<file path="config.mk">
export PLATFORM = sky130hd
export DESIGN_NAME = linear_interp_resampler_top
export DESIGN_NICKNAME = d
export VERILOG_FILES = /design/src/rtl/core/lir_pkg.sv /design/src/rtl/core/lir_interp.sv /design/src/rtl/core/linear_interp_resampler_top.sv
export SDC_FILE = /design/constraint.sdc
export NUM_CORES = 1
export LEC_CHECK = 0
export ABC_AREA = 0
export BUFFER_PORTS_ARGS = -buffer_cell sky130_fd_sc_hd__buf_2
export CAP_MARGIN = 25
export CORE_ASPECT_RATIO = 0.7
export CORE_MARGIN = 2
export CORE_UTILIZATION = 55
export DETAILED_ROUTE_END_ITERATION = 7
export GPL_ROUTABILITY_DRIVEN = 1
export PLACE_DENSITY = 0.72
export SYNTH_ARGS = -nofsm -noshare
export SYNTH_HDL_FRONTEND = slang
export SYNTH_SLANG_ARGS = --single-unit
</file>
<file path="constraint.sdc">
create_clock -name clk -period 10.6 [get_ports clk]
set_input_delay 1.06 -clock clk [delete_from_list [all_inputs] [get_ports clk]]
set_output_delay 1.06 -clock clk [all_outputs]
set_load 0.02 [all_outputs]
</file>
<file path="src/rtl/core/lir_pkg.sv">
// ----------------------------------------------------------------------------
// lir_pkg
// Shared constants and types of the linear interpolation resampler.
// ----------------------------------------------------------------------------
package lir_pkg;

  localparam int PHASE_FRAC_BITS = 14;
  localparam int SAMPLE_WIDTH    = 16;
  localparam int STEP_WIDTH      = 20;
  localparam int PHASE_WIDTH     = 21;
  localparam int MAX_RESULTS     = 64;

  // interpolator widths
  localparam int DIFF_WIDTH = SAMPLE_WIDTH + 1;
  localparam int FRAC_WIDTH = PHASE_FRAC_BITS + 1;
  localparam int PROD_WIDTH = DIFF_WIDTH + FRAC_WIDTH;
  localparam int SUM_WIDTH  = PROD_WIDTH - PHASE_FRAC_BITS;

  localparam logic [PHASE_WIDTH-1:0] PHASE_ONE =
    PHASE_WIDTH'(1) << PHASE_FRAC_BITS;
  localparam logic [STEP_WIDTH-1:0] STEP_RESET =
    STEP_WIDTH'(1) << PHASE_FRAC_BITS;
  localparam logic [STEP_WIDTH-1:0] MIN_STEP =
    STEP_WIDTH'((1 << PHASE_FRAC_BITS) / MAX_RESULTS);

  typedef enum logic [1:0] {
    ST_IDLE,
    ST_MUL,
    ST_OUT
  } state_t;

endpackage

</file>
<file path="src/rtl/core/lir_interp.sv">
// ----------------------------------------------------------------------------
// lir_interp
// Shared interpolator: registered (curr - prev) * frac, then prev + (p >>> F).
// ----------------------------------------------------------------------------
module lir_interp (
  input  logic                                        clk,
  input  logic                                        mul_en,
  input  logic signed [lir_pkg::SAMPLE_WIDTH-1:0]     prev,
  input  logic signed [lir_pkg::SAMPLE_WIDTH-1:0]     curr,
  input  logic        [lir_pkg::PHASE_FRAC_BITS-1:0]  frac,
  output logic signed [lir_pkg::SAMPLE_WIDTH-1:0]     result
);

  logic signed [lir_pkg::DIFF_WIDTH-1:0] diff;
  logic signed [lir_pkg::FRAC_WIDTH-1:0] frac_s;
  logic signed [lir_pkg::PROD_WIDTH-1:0] prod;
  logic signed [lir_pkg::SUM_WIDTH-1:0]  sum;

  assign diff   = lir_pkg::DIFF_WIDTH'(curr) - lir_pkg::DIFF_WIDTH'(prev);
  assign frac_s = $signed({1'b0, frac});

  always_ff @(posedge clk) begin
    if (mul_en) begin
      prod <= diff * frac_s;
    end
  end

  // prev*(1-ph) + curr*ph == prev*one + (curr-prev)*ph, floor shift
  assign sum    = lir_pkg::SUM_WIDTH'(prev)
                + prod[lir_pkg::PROD_WIDTH-1:lir_pkg::PHASE_FRAC_BITS];
  assign result = sum[lir_pkg::SAMPLE_WIDTH-1:0];

endmodule

</file>
<file path="src/rtl/core/linear_interp_resampler_top.sv">
// ----------------------------------------------------------------------------
// linear_interp_resampler_top
// Linear interpolation sample rate converter with a 14-bit fraction phase.
// ----------------------------------------------------------------------------
// A source sample with phase at or above one is accepted from idle and gives
// nothing. Otherwise each output takes a multiply step, then an add and
// register step, on the one shared multiplier; output stalls hold the add
// step. The first output is registered from ST_OUT after ST_MUL, once the
// source transaction has been accepted.
// Synchronous active-high reset clears phase, history and valids, step to one.
module linear_interp_resampler_top (
  input  logic                                     clk,
  input  logic                                     rst,
  input  logic                                     cfg_we,
  input  logic        [lir_pkg::STEP_WIDTH-1:0]    cfg_wdata,
  input  logic                                     src_valid,
  output logic                                     src_stall,
  input  logic signed [lir_pkg::SAMPLE_WIDTH-1:0]  source_sample,
  output logic                                     res_valid,
  input  logic                                     res_stall,
  output logic signed [lir_pkg::SAMPLE_WIDTH-1:0]  out_sample,
  output logic                                     last_of_run
);

  lir_pkg::state_t state, state_next;

  logic        [lir_pkg::STEP_WIDTH-1:0]   phase_step;
  logic        [lir_pkg::STEP_WIDTH-1:0]   step_eff;
  logic        [lir_pkg::PHASE_WIDTH-1:0]  phase;
  logic        [lir_pkg::PHASE_WIDTH-1:0]  phase_sum;
  logic signed [lir_pkg::SAMPLE_WIDTH-1:0] previous_sample;
  logic signed [lir_pkg::SAMPLE_WIDTH-1:0] current_sample;
  logic signed [lir_pkg::SAMPLE_WIDTH-1:0] interp;

  logic src_take;
  logic out_free;
  logic load_out;
  logic mul_en;
  logic phase_low;
  logic run_end;

  assign step_eff  = (phase_step < lir_pkg::MIN_STEP) ? lir_pkg::MIN_STEP : phase_step;
  assign phase_sum = phase + lir_pkg::PHASE_WIDTH'(step_eff);
  assign phase_low = phase < lir_pkg::PHASE_ONE;
  assign run_end   = phase_sum >= lir_pkg::PHASE_ONE;
  assign out_free  = !res_valid || !res_stall;
  assign src_take  = src_valid && !src_stall;

  lir_interp u_interp (
    .clk    (clk),
    .mul_en (mul_en),
    .prev   (previous_sample),
    .curr   (current_sample),
    .frac   (phase[lir_pkg::PHASE_FRAC_BITS-1:0]),
    .result (interp)
  );

  // next state
  always_comb begin
    state_next = state;
    unique case (state)
      lir_pkg::ST_IDLE: begin
        if (src_valid && phase_low) state_next = lir_pkg::ST_MUL;
      end
      lir_pkg::ST_MUL: begin
        state_next = lir_pkg::ST_OUT;
      end
      lir_pkg::ST_OUT: begin
        if (out_free) state_next = run_end ? lir_pkg::ST_IDLE : lir_pkg::ST_MUL;
      end
      default: state_next = lir_pkg::ST_IDLE;
    endcase
  end

  // control outputs
  always_comb begin
    src_stall = 1'b1;
    mul_en    = 1'b0;
    load_out  = 1'b0;
    unique case (state)
      lir_pkg::ST_IDLE: src_stall = 1'b0;
      lir_pkg::ST_MUL:  mul_en    = 1'b1;
      lir_pkg::ST_OUT:  load_out  = out_free;
      default: src_stall = 1'b1;
    endcase
  end

  always_ff @(posedge clk) begin
    if (rst) begin
      state           <= lir_pkg::ST_IDLE;
      phase_step      <= lir_pkg::STEP_RESET;
      phase           <= '0;
      previous_sample <= '0;
      current_sample  <= '0;
      res_valid       <= 1'b0;
    end else begin
      state <= state_next;
      if (cfg_we) phase_step <= cfg_wdata;

      if (src_take) begin
        previous_sample <= current_sample;
        current_sample  <= source_sample;
        // phase at or above one: no outputs, only drop by one
        if (!phase_low) phase <= phase - lir_pkg::PHASE_ONE;
      end

      if (load_out) begin
        phase <= run_end ? (phase_sum - lir_pkg::PHASE_ONE) : phase_sum;
      end

      if (load_out) res_valid <= 1'b1;
      else if (!res_stall) res_valid <= 1'b0;
    end
  end

  // output payload register
  always_ff @(posedge clk) begin
    if (load_out) begin
      out_sample  <= interp;
      last_of_run <= run_end;
    end
  end

endmodule

</file>
==> summary.md, run 1 <==
| Metric | Value |
|---|---|
| Total grt overflow | 0 |
| Worst Slack Setup Final | 1.86 ns |
| Post-DP HPWL | 30,900 um |
| Critical setup path kind | flip-flop to flip-flop |
| Core Footprint | 27,900 um^2 |
| Dpl ws | 1.82 ns |
| Syn Nets | 2,205 |
| Synth async-reset ratio | 0% |
| Status | finished clean |
| First-pass GRT wire length | 62,700 um |
| Final hold vios | 0 |
| Power per cell area | 132 nW/um^2 |
| Antenna cells | 0 |
| Skew final | 0.00618 ns |
| H-tree depth | 3 |
| Combinational fraction of design power | 59.7% |
| Non-Filler Instances | 2,198 |
| Slew margin rel. | 33.0% |
| Count of cell types in the netlist | 74 |
| Post-cts hold buffer count | 0 |
| Initial Util | 56.1% |
| Worst Max-Slew Pin Slew | 0.996 ns |
| Largest net degree at the start of global routing | 77 |
| Syn Std Cell Area | 15,600 um^2 |
| Most used cell, CP | fa_1 |
| Setup Buffers After CTS | 0 |
| Peak supply drop | 0.109 mV |
| Die H | 145 um |
| Ratio of cells with drive above 1 in the final layout | 7.06% |
| Leakage | 7.99 nW |
| Routed vias/inst | 5.55 |
| Commonest non-fill, non-tap cell in the layout | inv_1 |
| Routability Congestion | 0.904 |
| Number of global-route vias before repair | 12,058 |
| Maximum net fanout on the critical path | 14 |
| Critical Path RT | 10.73 ns |
| IO Count | 60 |
| Design Power | 2.19 mW |
| Die area | 29,800 um^2 |
| # DRC | 0 |
| Worst hold slack | 0.472 ns |
| # rows | 51 |
| Clk slew on worst S/H paths | 0.08 ns |
| Number of buffers added on ports | 59 |
| Yosys warning count | 0 |
| Max-cap violations | 0 |
| Drt initial violations | 836 |
| Sw Ratio | 48.0% |
| Final nets | 2,210 |
| Max-slew violations | 0 |
| WL/cell | 17.5 um |
| Die W | 206 um |
| Post-route clock period utilization | 82.4% |
| Initial antenna violation count | 1 |
| Min-delay worst type | flip-flop to flip-flop |
| Dpl cells | 2,179 |
| Setup crit start kind | flip-flop |
| Vias | 12,202 |
| Global Route Usage Sum | 26.6% |
| Sequential fraction of the synthesis area | 16.1% |
| TNS Setup | 0 ns |
| Worst-Skew Late Latency | 0.37 ns |
| Slowest cell on crit path | fa_1 |
| Ys flop type | dfxtp_1 |
| CP endpoint kind | flip-flop |
| Final setup fails | 0 |
| Drt total wl | 38,400 um |
| Synth Instances | 1,817 |
| Crit-path max cell delay | 0.53 ns |
| Area Growth Syn to Fin | 6.28% |
| Fillers | 2,431 |
| CTS Buf Count | 9 |
| FMAX | 114 MHz |
| Root Buffer | clkbuf_16 |
| Antenna viol nets, final | 0 |
| Flops & latches, synth | 109 |
| CTS tree | done |
| Arrival time worst endpoint | 8.86 ns |
| Post-synth EDFFs | 33 |
| Post-DP Area | 16,300 um^2 |
| Switching pwr | 1.05 mW |
| PostCTS Resize Cnt | 0 |
| First-pass iteration count of the detailed router | 5 |
| RSZ-0062 raised after global routing | false |
| Design area | 16,600 um^2 |
| Most frequent cells in the layout | inv_1, fa_1, nand2_1 |
| Pint | 1.14 mW |
| Seq pwr share | 25.3% |
| Utilization after layout | 59.6% |
| Sink Count | 109 |
| Avg Cell Area, Syn | 8.61 um^2 |
| Clock power share | 15.0% |
| Crit path time final | 8.74 ns |
| CTS Buffer Depth | 2 |
[cells in the mapped netlist, types with 26 or more instances]
cell | instances | area, um^2
clkbuf_1 | 92 | 345
and2_1 | 129 | 807
dfxtp_1 | 76 | 1520
o21ai_0 | 36 | 180
nor2_1 | 92 | 345
xnor2_1 | 48 | 420
fa_1 | 214 | 4280
ha_1 | 133 | 1660
nand3_1 | 32 | 160
inv_1 | 305 | 1140
nand2_1 | 184 | 691
a21oi_1 | 85 | 425
nand2b_1 | 31 | 194
nor3_1 | 27 | 135
nor2b_1 | 26 | 163
edfxtp_1 | 33 | 991
[final cells by class]
class                   count  area (um^2)  area share (%)
well taps                 371          464            2.79
clock inverters             7         47.5           0.286
repair buffers             92          578            3.48
inverters                 308         1160            6.95
clock buffers               9          225            1.35
multi-input cells        1302        11600            70.0
flip-flops and latches    109         2510            15.1
[layer usage]
layer  GRT usage, %  vias up  part of all wire (%)
met5              0        -                     0
met4           5.76        0                   1.8
met3           5.46       46                   8.5
met2           38.8      419                    42
met1           40.4     5910                    47
li1               -     5827                     -
[state kept, by name (all words and copies together) (netlist names)]
register,flops
phase,21
res_valid,1
phase_step,20
previous_sample,16
out_sample,16
u_interp.prod,16
state,2
last_of_run,1
current_sample,16
[power by group through the flow]
stage	logic (mW)	registers [mW]	clock network [mW]
floorplan	0.888	0.546	0
global placement	1.23	0.565	0
detailed placement	1.27	0.566	0
CTS	1.27	0.557	0.339
global route	1.45	0.559	0.352
finish	1.31	0.553	0.328
[path summary, 6_finish.rpt]
check	to	depth (start not counted)	slack [ns]	startpoint
worst min register to register	previous_sample[0]$_SDFFE_PP0P_	2	0.47	current_sample[0]$_SDFFE_PP0P_
worst min-delay path	previous_sample[0]$_SDFFE_PP0P_	2	0.47	current_sample[0]$_SDFFE_PP0P_
worst max-delay path	u_interp.prod[28]$_DFFE_PN_	32	1.86	previous_sample[1]$_SDFFE_PP0P_
worst max register to register	u_interp.prod[28]$_DFFE_PN_	32	1.86	previous_sample[1]$_SDFFE_PP0P_
[kinds of logic after synthesis]
kind of cell / Yosys count / share of synthesized area, %
mux: 19 / 1.22
xor+xnor: 73 / 4.13
fa+ha+maj: 347 / 38.0
simple gates: 599 / 19.8
buf+inv: 406 / 9.75
compound gates: 264 / 11.0
flops: 109 / 16.1
[worst max-delay path: cells and delay by family (launching register included)]
| family | cells | cell delay (ns) |
|---|---|---|
| and+or+nand+nor | 5 | 1.42 |
| AOI/OAI and AO/OA | 11 | 2.44 |
| xor gates and xnor gates | 2 | 0.24 |
| buffers and inverters | 6 | 0.49 |
| DFF | 1 | 0.41 |
| adders and majority gates | 8 | 3.48 |
Note: power is estimated with default switching activity, not from simulation.
==> inputs of run 2 (changes only) <==
Settings changed: PLACE_DENSITY 0.72 to 0.75.
Clock period 10.6 ns to 7.03 ns, I/O delays scaled along.
==> summary.md, run 2 (synthesis gave the netlist of run 1 again) <==
| Metric | Value |
|---|---|
| Status | finished with violations |
| Failing checks | negative setup slack |
| Arrival time worst endpoint | 7.83 ns |
| CTS Buffer Depth | 2 |
| Largest regs | phase x21, phase_step x20 |
| CP endpoint kind | flip-flop |
| Combinational fraction of design power | 65.1% |
| Switching pwr | 1.79 mW |
| Max-cap violations | 0 |
| Sw Ratio | 46.6% |
| Post-cts hold buffer count | 0 |
| Setup crit start kind | flip-flop |
| Power per cell area | 211 nW/um^2 |
| Routed vias/inst | 5.61 |
| Register-to-register setup slack | -0.68 ns |
| Setup crit end | u_interp.prod[21]$_DFFE_PN_ |
| Initial antenna violation count | 0 |
| RR Endpoint | u_interp.prod[21]$_DFFE_PN_ |
| Final hold vios | 0 |
| Largest Register | phase |
| Final nets | 2,376 |
| Drt initial violations | 1,113 |
| Die W | 206 um |
| WL/cell | 18.7 um |
| Peak supply drop | 0.136 mV |
| Die area | 29,800 um^2 |
| TNS Setup | -7.80 ns |
| Area Growth Syn to Fin | 16.9% |
| Leakage | 8.86 nW |
| Multi-input gate area | 12,000 um^2 |
| Initial Util | 56.1% |
| Core Footprint | 27,900 um^2 |
| CTS tree | done |
| Min-delay worst type | flip-flop to flip-flop |
| IO Count | 60 |
| Vias | 13,270 |
| Critical setup path kind | flip-flop to flip-flop |
| Skew final | 0.00925 ns |
| Slew margin rel. | 40.1% |
| Slowest cell on crit path | fa_2 |
| Antenna cells | 0 |
| Worst-case reg-to-reg path depth | 32 |
| Ratio of cells with drive above 1 in the final layout | 19.1% |
| Worst hold slack | 0.490 ns |
| Critical Path RT | 7.16 ns |
| Clock power share | 13.2% |
| Drt total wl | 44,300 um |
| Sink Count | 109 |
| Root Buffer | clkbuf_16 |
| Worst Max-Slew Pin Slew | 0.898 ns |
| FF-to-FF Start | current_sample[0]$_SDFFE_PP0P_ |
| Storage cell area | 2520 um^2 |
| Worst-Skew Late Latency | 0.37 ns |
| Largest net degree at the start of global routing | 77 |
| Pint | 2.06 mW |
| Final setup fails | 16 |
| Worst Slack Setup Final | -0.677 ns |
| Post-route clock period utilization | 110% |
| # rows | 51 |
| Clk slew on worst S/H paths | 0.08 ns |
| Critical Path Start | current_sample[0]$_SDFFE_PP0P_ |
| Post-DP HPWL | 35,100 um |
| Total grt overflow | 0 |
| # DRC | 0 |
| Maximum net fanout on the critical path | 3 |
| Crit-path max cell delay | 0.55 ns |
| Commonest non-fill, non-tap cell in the layout | inv_1 |
| H-tree depth | 3 |
| Seq pwr share | 21.6% |
| First-pass GRT wire length | 70,500 um |
| Global Route Usage Sum | 30.2% |
| FMAX | 130 MHz |
| Number of global-route vias before repair | 13,325 |
| RSZ-0062 raised after global routing | true |
| Max-slew violations | 0 |
| Largest register FFs | 21 |
| Routability Congestion | 0.935 |
| Most frequent cells in the layout | inv_1, fa_1, buf_4 |
| CTS Buf Count | 9 |
| Most used cell, CP | fa_1 |
| Antenna viol nets, final | 0 |
| First-pass iteration count of the detailed router | 6 |
| Number of buffers added on ports | 59 |
| Crit path time final | 7.71 ns |
| Fillers | 2,253 |
| Die H | 145 um |
| Worst Hold Launch | current_sample[14]$_SDFFE_PP0P_ |
[run 2: cell types whose count changed in the layout (fill, tap and decap cells not counted), moves of 6 or more]
cell     previous run  this run
buf_6               0         6
nor2_1             92        85
ha_4                0         8
o21ai_2             0         6
and2_4              0         8
a21oi_1            85        75
buf_4              30       188
inv_1             305       292
a21oi_2             0        10
fa_1              214       203
and2_1            129       121
fa_2                0        11
ha_1              133       123
inv_2               2        14
[run 2: through the flow]
stage / utilization, % / area (um^2) / std cells / setup WS (ns) / power [mW]
after CTS: 64.2 / 17900 / 2351 / -0.717 / 3.64
after floorplan: - / 15700 / 1817 / -0.440 / 2.18
after global placement: 62.6 / 17500 / 2325 / -0.786 / 3.02
final: 65.6 / 18300 / 2364 / -0.677 / 3.85
after detailed placement: 62.6 / 17500 / 2325 / -0.920 / 3.08
after global routing: 65.6 / 18300 / 2364 / -0.971 / 4.11
[run 2: routing by layer]
layer / global-route usage, % / part of all wire, %
met5: 0 / 0
met4: 5.90 / 1.9
met3: 8.92 / 11
met2: 43.1 / 42
met1: 45.2 / 45
[run 2: layout make-up]
class                           instances  share of cell area (%)
Tap cell                              371                    2.54
Sequential cell                       109                    13.8
Clock inverter                          6                   0.301
Inverter                              308                    6.34
Multi-Input combinational cell       1302                    65.7
Timing Repair Buffer                  258                    10.1
Clock buffer                           10                    1.25
[run 2: worst min-delay path by stage]
stage / to / slack (ns) / cells past startpoint
2_1_floorplan: previous_sample[0]$_SDFFE_PP0P_ / 0.45 / 2
6_report: current_sample[14]$_SDFFE_PP0P_ / 0.49 / 2
4_1_cts: previous_sample[2]$_SDFFE_PP0P_ / 0.49 / 2
3_3_place_gp: previous_sample[2]$_SDFFE_PP0P_ / 0.46 / 2
3_5_place_dp: phase_step[6]$_SDFFE_PP0P_ / 0.48 / 2
5_1_grt: current_sample[14]$_SDFFE_PP0P_ / 0.52 / 2
[run 2: worst max-delay path: cells and delay by family (launching register included)]
family          cells  cell delay (ns)
flops               1             0.34
buf+inv             6             0.72
compound gates     11             1.77
xor+xnor            1             0.25
simple gates        5             0.96
fa+ha+maj           9             3.40
[run 2: timing repair]
action / 4_1_cts / 5_1_grt
endpoints found under the setup margin: 16 / 16
setup buffers: 10 / 13
gates cloned: 0 / 1
gates resized for setup: 21 / 74
pin swaps: 25 / 58
endpoints found under the hold margin: 0 / 0
[run 2: power by group through the flow]
stage / clock (mW) / sequential, mW / combinational, mW
final: 0.509 / 0.834 / 2.51
after global routing: 0.536 / 0.842 / 2.73
after CTS: 0.518 / 0.830 / 2.29
after detailed placement: 0 / 0.844 / 2.23
after global placement: 0 / 0.841 / 2.17
after floorplan: 0 / 0.824 / 1.36
